**config.mk**
```make
export PLATFORM = sky130hd
export DESIGN_NAME = ycbcr_to_rgb_pixel_converter
export DESIGN_NICKNAME = d
export VERILOG_FILES = /design/src/rtl/ycr_pkg.sv /design/src/rtl/ycr_front.sv /design/src/rtl/ycr_queue.sv /design/src/rtl/ycr_back.sv /design/src/rtl/ycbcr_to_rgb_pixel_converter.sv
export SDC_FILE = /design/constraint.sdc
export NUM_CORES = 1
export LEC_CHECK = 0
export ABC_AREA = 1
export BUFFER_PORTS_ARGS = -buffer_cell sky130_fd_sc_hd__buf_4
export CAP_MARGIN = 15
export CORE_MARGIN = 3
export CORE_UTILIZATION = 55
export CTS_BUF_LIST = sky130_fd_sc_hd__clkbuf_2 sky130_fd_sc_hd__clkbuf_4 sky130_fd_sc_hd__clkbuf_8
export DETAILED_ROUTE_END_ITERATION = 10
export GPL_TIMING_DRIVEN = 0
export PLACE_DENSITY = 0.74
export SYNTH_ARGS = -nofsm -noshare
export SYNTH_HDL_FRONTEND = slang
export SYNTH_SLANG_ARGS = --single-unit
```
**constraint.sdc**
```tcl
create_clock -name clk -period 7.9 [get_ports clk]
set_input_delay 1.58 -clock clk [delete_from_list [all_inputs] [get_ports clk]]
set_output_delay 1.58 -clock clk [all_outputs]
set_load 0.005 [all_outputs]
```
**src/rtl/ycr_pkg.sv**
```systemverilog
// Shared types, constants and helpers for the YCbCr to RGB converter.
`timescale 1ns / 1ps

package ycr_pkg;

  // Component and sum widths
  localparam int COMP_W = 8;
  localparam int SUM_W  = 20;

  // Entries in the queue between the front and back parts
  localparam int QUEUE_DEPTH = 4;

  // Register map (byte addresses, one 32-bit register)
  localparam int APB_ADDR_W = 3;
  localparam int APB_DATA_W = 32;
  localparam logic [APB_ADDR_W-1:0] REG_PIXEL_FORMAT = 3'd0;

  // Pixel format codes
  localparam logic FMT_PACKED_422 = 1'b0;
  localparam logic FMT_SEMI_420   = 1'b1;

  // Pixel index of the final pixel in each format
  localparam logic [1:0] LAST_PIX_422 = 2'd1;
  localparam logic [1:0] LAST_PIX_420 = 2'd3;

  // Alpha per format
  localparam logic [COMP_W-1:0] ALPHA_422 = 8'd255;
  localparam logic [COMP_W-1:0] ALPHA_420 = 8'd0;

  // Offsets and coefficients of the integer formula
  localparam logic signed [SUM_W-1:0] LUMA_OFFSET   = 20'sd16;
  localparam logic signed [SUM_W-1:0] CHROMA_OFFSET = 20'sd128;
  localparam logic signed [SUM_W-1:0] ROUND_BIAS    = 20'sd128;
  localparam logic signed [SUM_W-1:0] K_LUMA        = 20'sd298;
  localparam logic signed [SUM_W-1:0] K_CR_RED      = 20'sd409;
  localparam logic signed [SUM_W-1:0] K_CB_GREEN    = 20'sd100;
  localparam logic signed [SUM_W-1:0] K_CR_GREEN    = 20'sd208;
  localparam logic signed [SUM_W-1:0] K_CB_BLUE     = 20'sd516;
  localparam logic [COMP_W-1:0]       COMP_MAX      = 8'd255;

  // Bit positions in the output tuser
  localparam int USER_LINE = 0;
  localparam int USER_COL  = 1;

  // One queued group: four lumas, chroma contributions, format
  typedef struct packed {
    logic [3:0][COMP_W-1:0]   luma;
    logic signed [SUM_W-1:0]  red_chroma;
    logic signed [SUM_W-1:0]  green_chroma;
    logic signed [SUM_W-1:0]  blue_chroma;
    logic                     fmt;
  } group_t;

  // Queue status seen by the front and back parts
  typedef struct packed {
    logic full;
    logic empty;
  } queue_status_t;

  // Floor-shift by 8 and clip to 0..255
  function automatic logic [COMP_W-1:0] clip8(input logic signed [SUM_W-1:0] sum);
    logic [COMP_W-1:0] res;
    if (sum[SUM_W-1]) begin
      res = '0;
    end else if (|sum[SUM_W-2:2*COMP_W]) begin
      res = COMP_MAX;
    end else begin
      res = sum[2*COMP_W-1:COMP_W];
    end
    return res;
  endfunction

endpackage

```
**src/rtl/ycr_front.sv**
```systemverilog
// Front part: accept input groups, work out chroma terms, push into the queue.
`timescale 1ns / 1ps

module ycr_front (
  input  logic                  s_tvalid,
  output logic                  s_tready,
  input  logic [47:0]           s_tdata,
  input  logic                  pixel_format,
  input  ycr_pkg::queue_status_t q_status,
  output logic                  push,
  output ycr_pkg::group_t       push_group
);

  logic signed [ycr_pkg::SUM_W-1:0] d;
  logic signed [ycr_pkg::SUM_W-1:0] e;

  assign s_tready = !q_status.full;
  assign push     = s_tvalid && s_tready;

  always_comb begin
    d = $signed({{(ycr_pkg::SUM_W-ycr_pkg::COMP_W){1'b0}}, s_tdata[39:32]})
        - ycr_pkg::CHROMA_OFFSET;
    e = $signed({{(ycr_pkg::SUM_W-ycr_pkg::COMP_W){1'b0}}, s_tdata[47:40]})
        - ycr_pkg::CHROMA_OFFSET;
    push_group.luma[0]      = s_tdata[7:0];
    push_group.luma[1]      = s_tdata[15:8];
    push_group.luma[2]      = s_tdata[23:16];
    push_group.luma[3]      = s_tdata[31:24];
    push_group.red_chroma   = e * ycr_pkg::K_CR_RED;
    push_group.green_chroma = -(d * ycr_pkg::K_CB_GREEN) - (e * ycr_pkg::K_CR_GREEN);
    push_group.blue_chroma  = d * ycr_pkg::K_CB_BLUE;
    // Latch the format with the group so each one converts as it arrived
    push_group.fmt          = pixel_format;
  end

endmodule

```
**src/rtl/ycr_queue.sv**
```systemverilog
// Short queue of classified groups between the front and back parts.
`timescale 1ns / 1ps

module ycr_queue #(
  parameter int DEPTH = ycr_pkg::QUEUE_DEPTH
) (
  input  logic                   clk,
  input  logic                   rst,
  input  logic                   push,
  input  ycr_pkg::group_t        push_group,
  input  logic                   pop,
  output ycr_pkg::group_t        head,
  output ycr_pkg::queue_status_t status
);

  localparam int AW = (DEPTH > 1) ? $clog2(DEPTH) : 1;
  localparam int CW = $clog2(DEPTH + 1);

  ycr_pkg::group_t mem [DEPTH];
  logic [AW-1:0]   wr_ptr;
  logic [AW-1:0]   rd_ptr;
  logic [CW-1:0]   count;

  function automatic logic [AW-1:0] bump(input logic [AW-1:0] p);
    return (p == AW'(DEPTH - 1)) ? '0 : p + AW'(1);
  endfunction

  assign status.full  = (count == CW'(DEPTH));
  assign status.empty = (count == '0);
  assign head         = mem[rd_ptr];

  always_ff @(posedge clk) begin
    if (push) begin
      mem[wr_ptr] <= push_group;
    end
  end

  always_ff @(posedge clk) begin
    if (rst) begin
      wr_ptr <= '0;
      rd_ptr <= '0;
      count  <= '0;
    end else begin
      if (push) begin
        wr_ptr <= bump(wr_ptr);
      end
      if (pop) begin
        rd_ptr <= bump(rd_ptr);
      end
      case ({push, pop})
        2'b10:   count <= count + CW'(1);
        2'b01:   count <= count - CW'(1);
        default: count <= count;
      endcase
    end
  end

endmodule

```
**src/rtl/ycr_back.sv**
```systemverilog
// Back part: walk the pixels of the head group and drive the output register.
`timescale 1ns / 1ps

module ycr_back (
  input  logic                   clk,
  input  logic                   rst,
  input  ycr_pkg::group_t        head,
  input  ycr_pkg::queue_status_t q_status,
  output logic                   pop,
  output logic                   m_tvalid,
  input  logic                   m_tready,
  output logic [31:0]            m_tdata,
  output logic [1:0]             m_tuser,
  output logic                   m_tlast
);

  logic [1:0]                       pix_idx;
  logic [1:0]                       last_idx;
  logic                             load;
  logic                             is_last;
  logic signed [ycr_pkg::SUM_W-1:0] c;
  logic signed [ycr_pkg::SUM_W-1:0] luma_term;
  logic signed [ycr_pkg::SUM_W-1:0] red_sum;
  logic signed [ycr_pkg::SUM_W-1:0] green_sum;
  logic signed [ycr_pkg::SUM_W-1:0] blue_sum;

  assign last_idx = (head.fmt == ycr_pkg::FMT_SEMI_420) ? ycr_pkg::LAST_PIX_420
                                                         : ycr_pkg::LAST_PIX_422;
  assign is_last  = (pix_idx == last_idx);
  // Advance when a group is queued and the output register is free or being drained
  assign load     = !q_status.empty && (!m_tvalid || m_tready);
  assign pop      = load && is_last;

  always_comb begin
    c = $signed({{(ycr_pkg::SUM_W-ycr_pkg::COMP_W){1'b0}}, head.luma[pix_idx]})
        - ycr_pkg::LUMA_OFFSET;
    luma_term = c * ycr_pkg::K_LUMA;
    red_sum   = luma_term + head.red_chroma   + ycr_pkg::ROUND_BIAS;
    green_sum = luma_term + head.green_chroma + ycr_pkg::ROUND_BIAS;
    blue_sum  = luma_term + head.blue_chroma  + ycr_pkg::ROUND_BIAS;
  end

  always_ff @(posedge clk) begin
    if (rst) begin
      m_tvalid <= 1'b0;
      pix_idx  <= '0;
    end else begin
      if (load) begin
        m_tvalid <= 1'b1;
        pix_idx  <= is_last ? 2'd0 : pix_idx + 2'd1;
      end else if (m_tready) begin
        m_tvalid <= 1'b0;
      end
    end
  end

  always_ff @(posedge clk) begin
    if (load) begin
      m_tdata[7:0]   <= ycr_pkg::clip8(red_sum);
      m_tdata[15:8]  <= ycr_pkg::clip8(green_sum);
      m_tdata[23:16] <= ycr_pkg::clip8(blue_sum);
      m_tdata[31:24] <= (head.fmt == ycr_pkg::FMT_SEMI_420) ? ycr_pkg::ALPHA_420
                                                           : ycr_pkg::ALPHA_422;
      m_tuser[ycr_pkg::USER_LINE] <= pix_idx[1];
      m_tuser[ycr_pkg::USER_COL]  <= pix_idx[0];
      m_tlast <= is_last;
    end
  end

endmodule

```
**src/rtl/ycbcr_to_rgb_pixel_converter.sv**
```systemverilog
// Top level: BT.601 video-range YCbCr group to RGB pixel converter.
// Groups queue, then the single-pixel output register sets the output rate.
// Throughput: one pixel per cycle on the output while a group is queued and m_tready
//   is high; a 4:2:2 group gives 2 pixels and a 4:2:0 group gives 4.
// Input groups are taken every cycle while the queue has room.
// Reset (rst, synchronous): empties the queue and output, pixel_format returns to 0.
`timescale 1ns / 1ps

module ycbcr_to_rgb_pixel_converter #(
  parameter int QUEUE_DEPTH = ycr_pkg::QUEUE_DEPTH
) (
  input  logic                           clk,
  input  logic                           rst,
  // Input group stream
  input  logic                           s_tvalid,
  output logic                           s_tready,
  // [7:0] luma_top_left, [15:8] luma_top_right, [23:16] luma_bottom_left,
  // [31:24] luma_bottom_right, [39:32] chroma_blue, [47:40] chroma_red
  input  logic [47:0]                    s_tdata,
  // Output pixel stream
  output logic                           m_tvalid,
  input  logic                           m_tready,
  // [7:0] red, [15:8] green, [23:16] blue, [31:24] alpha
  output logic [31:0]                    m_tdata,
  // [0] line_select, [1] column_select
  output logic [1:0]                     m_tuser,
  output logic                           m_tlast,
  // Configuration port
  input  logic                           psel,
  input  logic                           penable,
  input  logic                           pwrite,
  input  logic [ycr_pkg::APB_ADDR_W-1:0] paddr,
  input  logic [ycr_pkg::APB_DATA_W-1:0] pwdata,
  output logic [ycr_pkg::APB_DATA_W-1:0] prdata,
  output logic                           pready
);

  logic                   pixel_format;
  logic                   reg_hit;
  logic                   push;
  logic                   pop;
  ycr_pkg::group_t        push_group;
  ycr_pkg::group_t        head;
  ycr_pkg::queue_status_t q_status;

  // Register decode ignores the byte offset within the word
  assign pready  = 1'b1;
  assign reg_hit = (paddr[ycr_pkg::APB_ADDR_W-1:2] ==
                    ycr_pkg::REG_PIXEL_FORMAT[ycr_pkg::APB_ADDR_W-1:2]);
  assign prdata  = reg_hit ? {{(ycr_pkg::APB_DATA_W-1){1'b0}}, pixel_format} : '0;

  // Keep only bit 0 of a write to the format register; other addresses drop the write
  always_ff @(posedge clk) begin
    if (rst) begin
      pixel_format <= ycr_pkg::FMT_PACKED_422;
    end else if (psel && penable && pwrite && pready && reg_hit) begin
      pixel_format <= pwdata[0];
    end
  end

  // Front: take a group while the queue has room, tag it with the format
  ycr_front u_front (
    .s_tvalid     (s_tvalid),
    .s_tready     (s_tready),
    .s_tdata      (s_tdata),
    .pixel_format (pixel_format),
    .q_status     (q_status),
    .push         (push),
    .push_group   (push_group)
  );

  // Queue decouples the input handshake from the pixel walk
  ycr_queue #(
    .DEPTH (QUEUE_DEPTH)
  ) u_queue (
    .clk        (clk),
    .rst        (rst),
    .push       (push),
    .push_group (push_group),
    .pop        (pop),
    .head       (head),
    .status     (q_status)
  );

  // Back: emit one pixel per transaction, pop the group as its final pixel is loaded
  ycr_back u_back (
    .clk      (clk),
    .rst      (rst),
    .head     (head),
    .q_status (q_status),
    .pop      (pop),
    .m_tvalid (m_tvalid),
    .m_tready (m_tready),
    .m_tdata  (m_tdata),
    .m_tuser  (m_tuser),
    .m_tlast  (m_tlast)
  );

  // Never write into a full queue
  assert property (@(posedge clk) disable iff (rst) push |-> !q_status.full)
    else $error("push into full queue");

  // Never pop an empty queue
  assert property (@(posedge clk) disable iff (rst) pop |-> !q_status.empty)
    else $error("pop from empty queue");

  // Final pixel is always the right column, on the lower line only for 4:2:0
  assert property (@(posedge clk) disable iff (rst)
    (m_tvalid && m_tlast) |-> (m_tuser[ycr_pkg::USER_COL] &&
      (m_tuser[ycr_pkg::USER_LINE] == (m_tdata[31:24] == ycr_pkg::ALPHA_420))))
    else $error("final pixel position disagrees with format");

  // A popped group leaves the output holding its final pixel
  assert property (@(posedge clk) disable iff (rst) pop |=> (m_tvalid && m_tlast))
    else $error("group popped without final pixel");

endmodule
```
# Yosys cells after proc, flatten, opt, wreduce, memory -nomap -nowiden
# Memories as Yosys holds them, arrays and structs flattened. A register that Yosys moved wholly into a read port is not among the register bits.
# Cells that the tools add are included.
# Widths: inputs -> output; s select.
dict set report totals {
  register_bits 46
  mem_bits_rw 364
  elab_cells 76
  mem_count 1
}
# memory depth word_bits read_ports rd_clocked_by_memory_dff wr line
set memory_table {}
lappend memory_table {u_queue.mem 4 91 1 1 1 ycr_queue.sv:19} ;# ycr_pkg::group_t mem [DEPTH];
dict set report op_classes {
  addsub 16
  n_mul 5
  magnitude_cmp 1
  eq_ne 6
  mux 18
  bitwise 1
  reduce_logical 16
}
# op n
set op_table {}
lappend op_table {{$add 20x20->20} 3}
lappend op_table {{$add 20x9->20 const B} 3}
lappend op_table {{$mux 8} 5}
lappend op_table {{$mul 20x10->20 const B} 1}
lappend op_table {{$mul 20x5->16 const B} 1}
lappend op_table {{$mul 20x6->18 const B} 1}
lappend op_table {{$mul 20x9->18 const B} 1}
lappend op_table {{$mul 20x9->19 const B} 1}
lappend op_table {{$neg 20->20} 1}
lappend op_table {{$sub 20x20->20} 1}
lappend op_table {{$sub 8x8->9 const B} 2}
lappend op_table {{$bmux 8 s2} 1}
lappend op_table {{$mux 2} 6}
lappend op_table {{$reduce_or 3->1} 3}
lappend op_table {{$sub 8x5->9 const B} 1}
lappend op_table {{$add 2x1->2 const B} 3}
lappend op_table {{$eq 2x2->1 const B} 3}
lappend op_table {{$logic_and 1x1->1} 6}
lappend op_table {{$pmux 3 s2} 1}
lappend op_table {{$mux 1} 5}
lappend op_table {{$reduce_bool 2->1} 2}
lappend op_table {{$add 3x1->3 const B} 1}
lappend op_table {{$eq 3x3->1 const B} 1}
lappend op_table {{$logic_not 1->1} 3}
lappend op_table {{other kinds (7)} 7}

# Depth between registers and ports, before layout
dict set report logic_depth {
  word_depth 8
  depth_mapped 42
}

# Modules after synthesis
# From an unflattened synthesis, not the netlist that was laid out.
dict set report unflattened {
  hier_cells 2565
  area_unflattened_um2 25822.3
}
# module n_inst cells_per_inst area_each_um2 seq_area_each_um2
set modules_own_cells {}
lappend modules_own_cells {ycr_queue 1 959 14207.4 11350.9}
lappend modules_own_cells {ycr_back 1 885 6467.5 900.9}
lappend modules_own_cells {ycr_front 1 674 4829.6 0.0}
lappend modules_own_cells {ycbcr_to_rgb_pixel_converter 1 47 317.8 20.0}

# Worst setup path before layout
# No wires, ideal clock.
dict set report synth_path {
  path_kind {flip-flop to flip-flop}
  from {register (tool-made name)}
  to {register u_back.m_tdata[10] (data pin)}
  setup_time_ns 0.260
  arrival_ns 6.472
  setup_slack_ns 1.169
  stages_incl_launch_ff 40
  n_path_buf 4
  cell_sequence {dfxtp_1 > buf_6 > inv_8 > buf_6 > buf_2 > o21ai_0 > o221ai_1 > nand3_1 > nand2_1 > inv_1 > ha_1 > nand3_2 > nor2_4 > buf_6 > ha_1 > ha_1 > inv_1 > fa_1 > [... 4 more ...] > o21ai_0 > a21oi_1 > inv_1 > a21oi_1 > o21ai_0 > xnor2_1 > inv_1 > ha_1 > ha_1 > a21o_1 > a21oi_1 > o21ai_0 > a21oi_1 > nand2_1 > nand2_1 > nand2_1 > nor2_8 > a21oi_2}
}
# element line
set synth_rtl {}
lappend synth_rtl {{to (signal assigned)} ycr_back.sv:60} ;# m_tdata[15:8] <= ycr_pkg::clip8(green_sum);
lappend synth_rtl {{to (decl)} ycr_back.sv:12} ;# output logic [31:0] m_tdata,

==> results.json <==
{
  "outcome": "complete, no violations",
  "ant_nets": 0,
  "grt_max_degree": 28,
  "maxCapViolCount": 0,
  "ios": 160,
  "seq_area_sq_um": 11600,
  "grt_use_total_pct": 25.6,
  "yosysUniqueCellTypes": 55,
  "critical_path.most_common_cell": "ha_1",
  "max_freq_mhz": 132,
  "fillers": 3308,
  "cts_tree": "done",
  "cts_hold_buf": 0,
  "drt-initial-drc-count": 1508,
  "netlist_area_sq_um": 23700,
  "gp_congestion": 0.905,
  "ctsHtreeMaxLevel": 3,
  "busiest_layer": "met2",
  "synth_cells": 2250,
  "clkSinkCount": 389,
  "crit_path_end_kind": "register",
  "post-route-period-util_pct": 96.1,
  "crit_required_ns": 8.24,
  "die_h_microns": 214,
  "start_kind": "register",
  "use_met2_pct": 42.3,
  "finClkSkew_ns": 0.0371,
  "die_w_microns": 214,
  "port_buffers": 94,
  "detailed_place_hpwl_mm": 43.2,
  "finalMaxSlewViolations": 0,
  "ys_warn_count": 0,
  "setup_violations": 0,
  "viasPerCell": 5.56,
  "mostFrequentLayoutCell": "edfxtp_1",
  "initial_utilization_pct": 56.1,
  "area_growth_pct": 13.8,
  "yosysTopAreaCell": "edfxtp_1",
  "multiInputGateArea_sq_um": 10800,
  "gr-total-overflow": 0,
  "avgRoutedWirePerCell_microns": 18.8,
  "cp_slowest_stage_delay_ns": 0.56,
  "synth.top_cell.area_share_pct": 47.6,
  "remaining_drc_errors": 0,
  "use_met1_pct": 34.2,
  "vias": 17100,
  "relSlewSlack_pct": 37.2,
  "syn_area_per_cell_sq_um": 10.6,
  "gr-usage-met3_pct": 5.35,
  "reg2reg_slack_ns": 0.30,
  "drt-pass1-iter-count": 6,
  "mostFrequentLayoutCells": "376 x edfxtp_1, 289 x ha_1, 261 x nand2_1",
  "drive_above_1_share_pct": 14.0,
  "final-hold-violation-count": 0,
  "clk_pin_slew_ns": 0.06,
  "core_area_sq_um": 42300,
  "timing.hold.ws_ns": 0.489,
  "drt_wl_total_mm": 57.8,
  "die_area_sq_um": 45700,
  "finalNetCount": 2882,
  "synthTopCellsByArea": "edfxtp_1 48%, ha_1 15%, nand2_1 4.1%",
  "cp_max_fo": 14,
  "min_period_ns": 7.60,
  "clk_latency_ns": 0.62,
  "num_rows": 75,
  "arrival_ns": 7.94,
  "tightest_slew_ns": 0.939,
  "hp-class": "register to register",
  "ys_seq_area_share_pct": 48.6,
  "root_buffer": "clkbuf_8",
  "clk_path_buf_depth": 3,
  "rsz0062_at_grt": "true",
  "critPathSlowestCell": "fa_1",
  "cts_buffers": 66,
  "grt_pass1_vias": 16800,
  "ys_ff_latch": 389,
  "fin_util_pct": 63.8,
  "antenna_found_initial": 1,
  "path_class": "register to register",
  "grt_pass1_wl_mm": 89.6
}
[worst max-delay path: cells and delay by family (launching register included)]
family,cells,cell delay (ns)
AND/OR/NAND/NOR,11,1.39
AO/OA/AOI/OAI,7,1.18
flip-flops,1,0.33
XOR/XNOR,1,0.43
buffers and inverters,10,1.12
adder cells (fa/ha/maj),8,2.88
[routing by layer]
layer / wire, microns / vias to the layer above / share of wire [%]
met2: 27400 / 659 / 47
met5: 0 / - / 0
met1: 24100 / 8131 / 42
met4: 1460 / 0 / 2.5
met3: 4830 / 91 / 8.4
li1: - / 8268 / -
[area by class of cell]
cell class | instances | area share [%]
sequential | 389 | 42.8
buffer | 100 | 2.30
inverter | 258 | 3.61
multi-input combinational | 1532 | 40.1
antenna | 1 | 0.00926
clock inverter | 32 | 0.801
timing repair buffer | 111 | 3.84
clock buffer | 83 | 3.86
tap | 577 | 2.67
[synth_stat cells, drive strengths merged]
master and number:
a211o 2, a211oi 5, a21boi 2, a21o 8, a21oi 143, a31oi 9
a32o 7, and2 2, buf 67, clkbuf 34, conb 2, dfxtp 13
edfxtp 376, fa 40, ha 294, inv 258, nand2 267, nand3 60
nand3b 4, nand4 17, nor2 226, nor3 17, nor4 7, o211a 1
o211ai 11, o21a 9, o21ai 197, o21bai 8, o221a 3, o221ai 18
o22ai 49, o311a 1, o31ai 1, or2 3, xnor2 38, xor2 51
[sequential cells by signal, summed over array words and instances (netlist names), named ones only]
register	count
u_queue.mem	348
u_queue.count	3
u_queue.rd_ptr	2
u_back.m_tlast	1
pixel_format	1
u_back.m_tdata	25
u_back.m_tvalid	1
u_queue.wr_ptr	2
u_back.pix_idx	2
u_back.m_tuser	2
[worst paths after layout]
check / startpoint / to / cells after the start
hold / removal: u_queue.count[1] / u_queue.count[1] / 2
hold reg to reg: u_queue.count[1] / u_queue.count[1] / 2
setup / recovery: register / u_back.m_tdata[10] / 37
setup reg to reg: register / u_back.m_tdata[10] / 37
[through the flow]
step / std cells / setup TNS (ns) / instance area (sq um) / worst slack (ns)
after floorplan: 2280 / 0 / 23900 / 1.17
after global placement: 2951 / -343.46 / 25300 / -1.13
after detailed placement: 2965 / -3.13 / 25600 / -0.183
after CTS: 3080 / 0 / 26900 / 0.0667
after global routing: 3083 / -0.403 / 27000 / -0.0455
final: 3083 / 0 / 27000 / 0.304
[logic make-up (layout without fill, tap and decap cells)]
group	Yosys count	count (layout)	share of synthesized area, %
simple gates	603	603	10.8
compound gates	474	474	11.6
flops	389	389	48.6
buf+inv	359	584	6.66
fa+ha+maj	334	334	18.9
xor+xnor	89	89	3.35
other cells	2	33	0.0316
[what timing repair did]
action / CTS / global route
setup buffers: 0 / 3
gates resized for setup: 5 / 33
pin swaps: 0 / 4
setup endpoints to repair: 24 / 24
cloned: 0 / 0
Power is not shown: default switching activity piles up to over one toggle a cycle in this logic, so the estimate is an artifact.
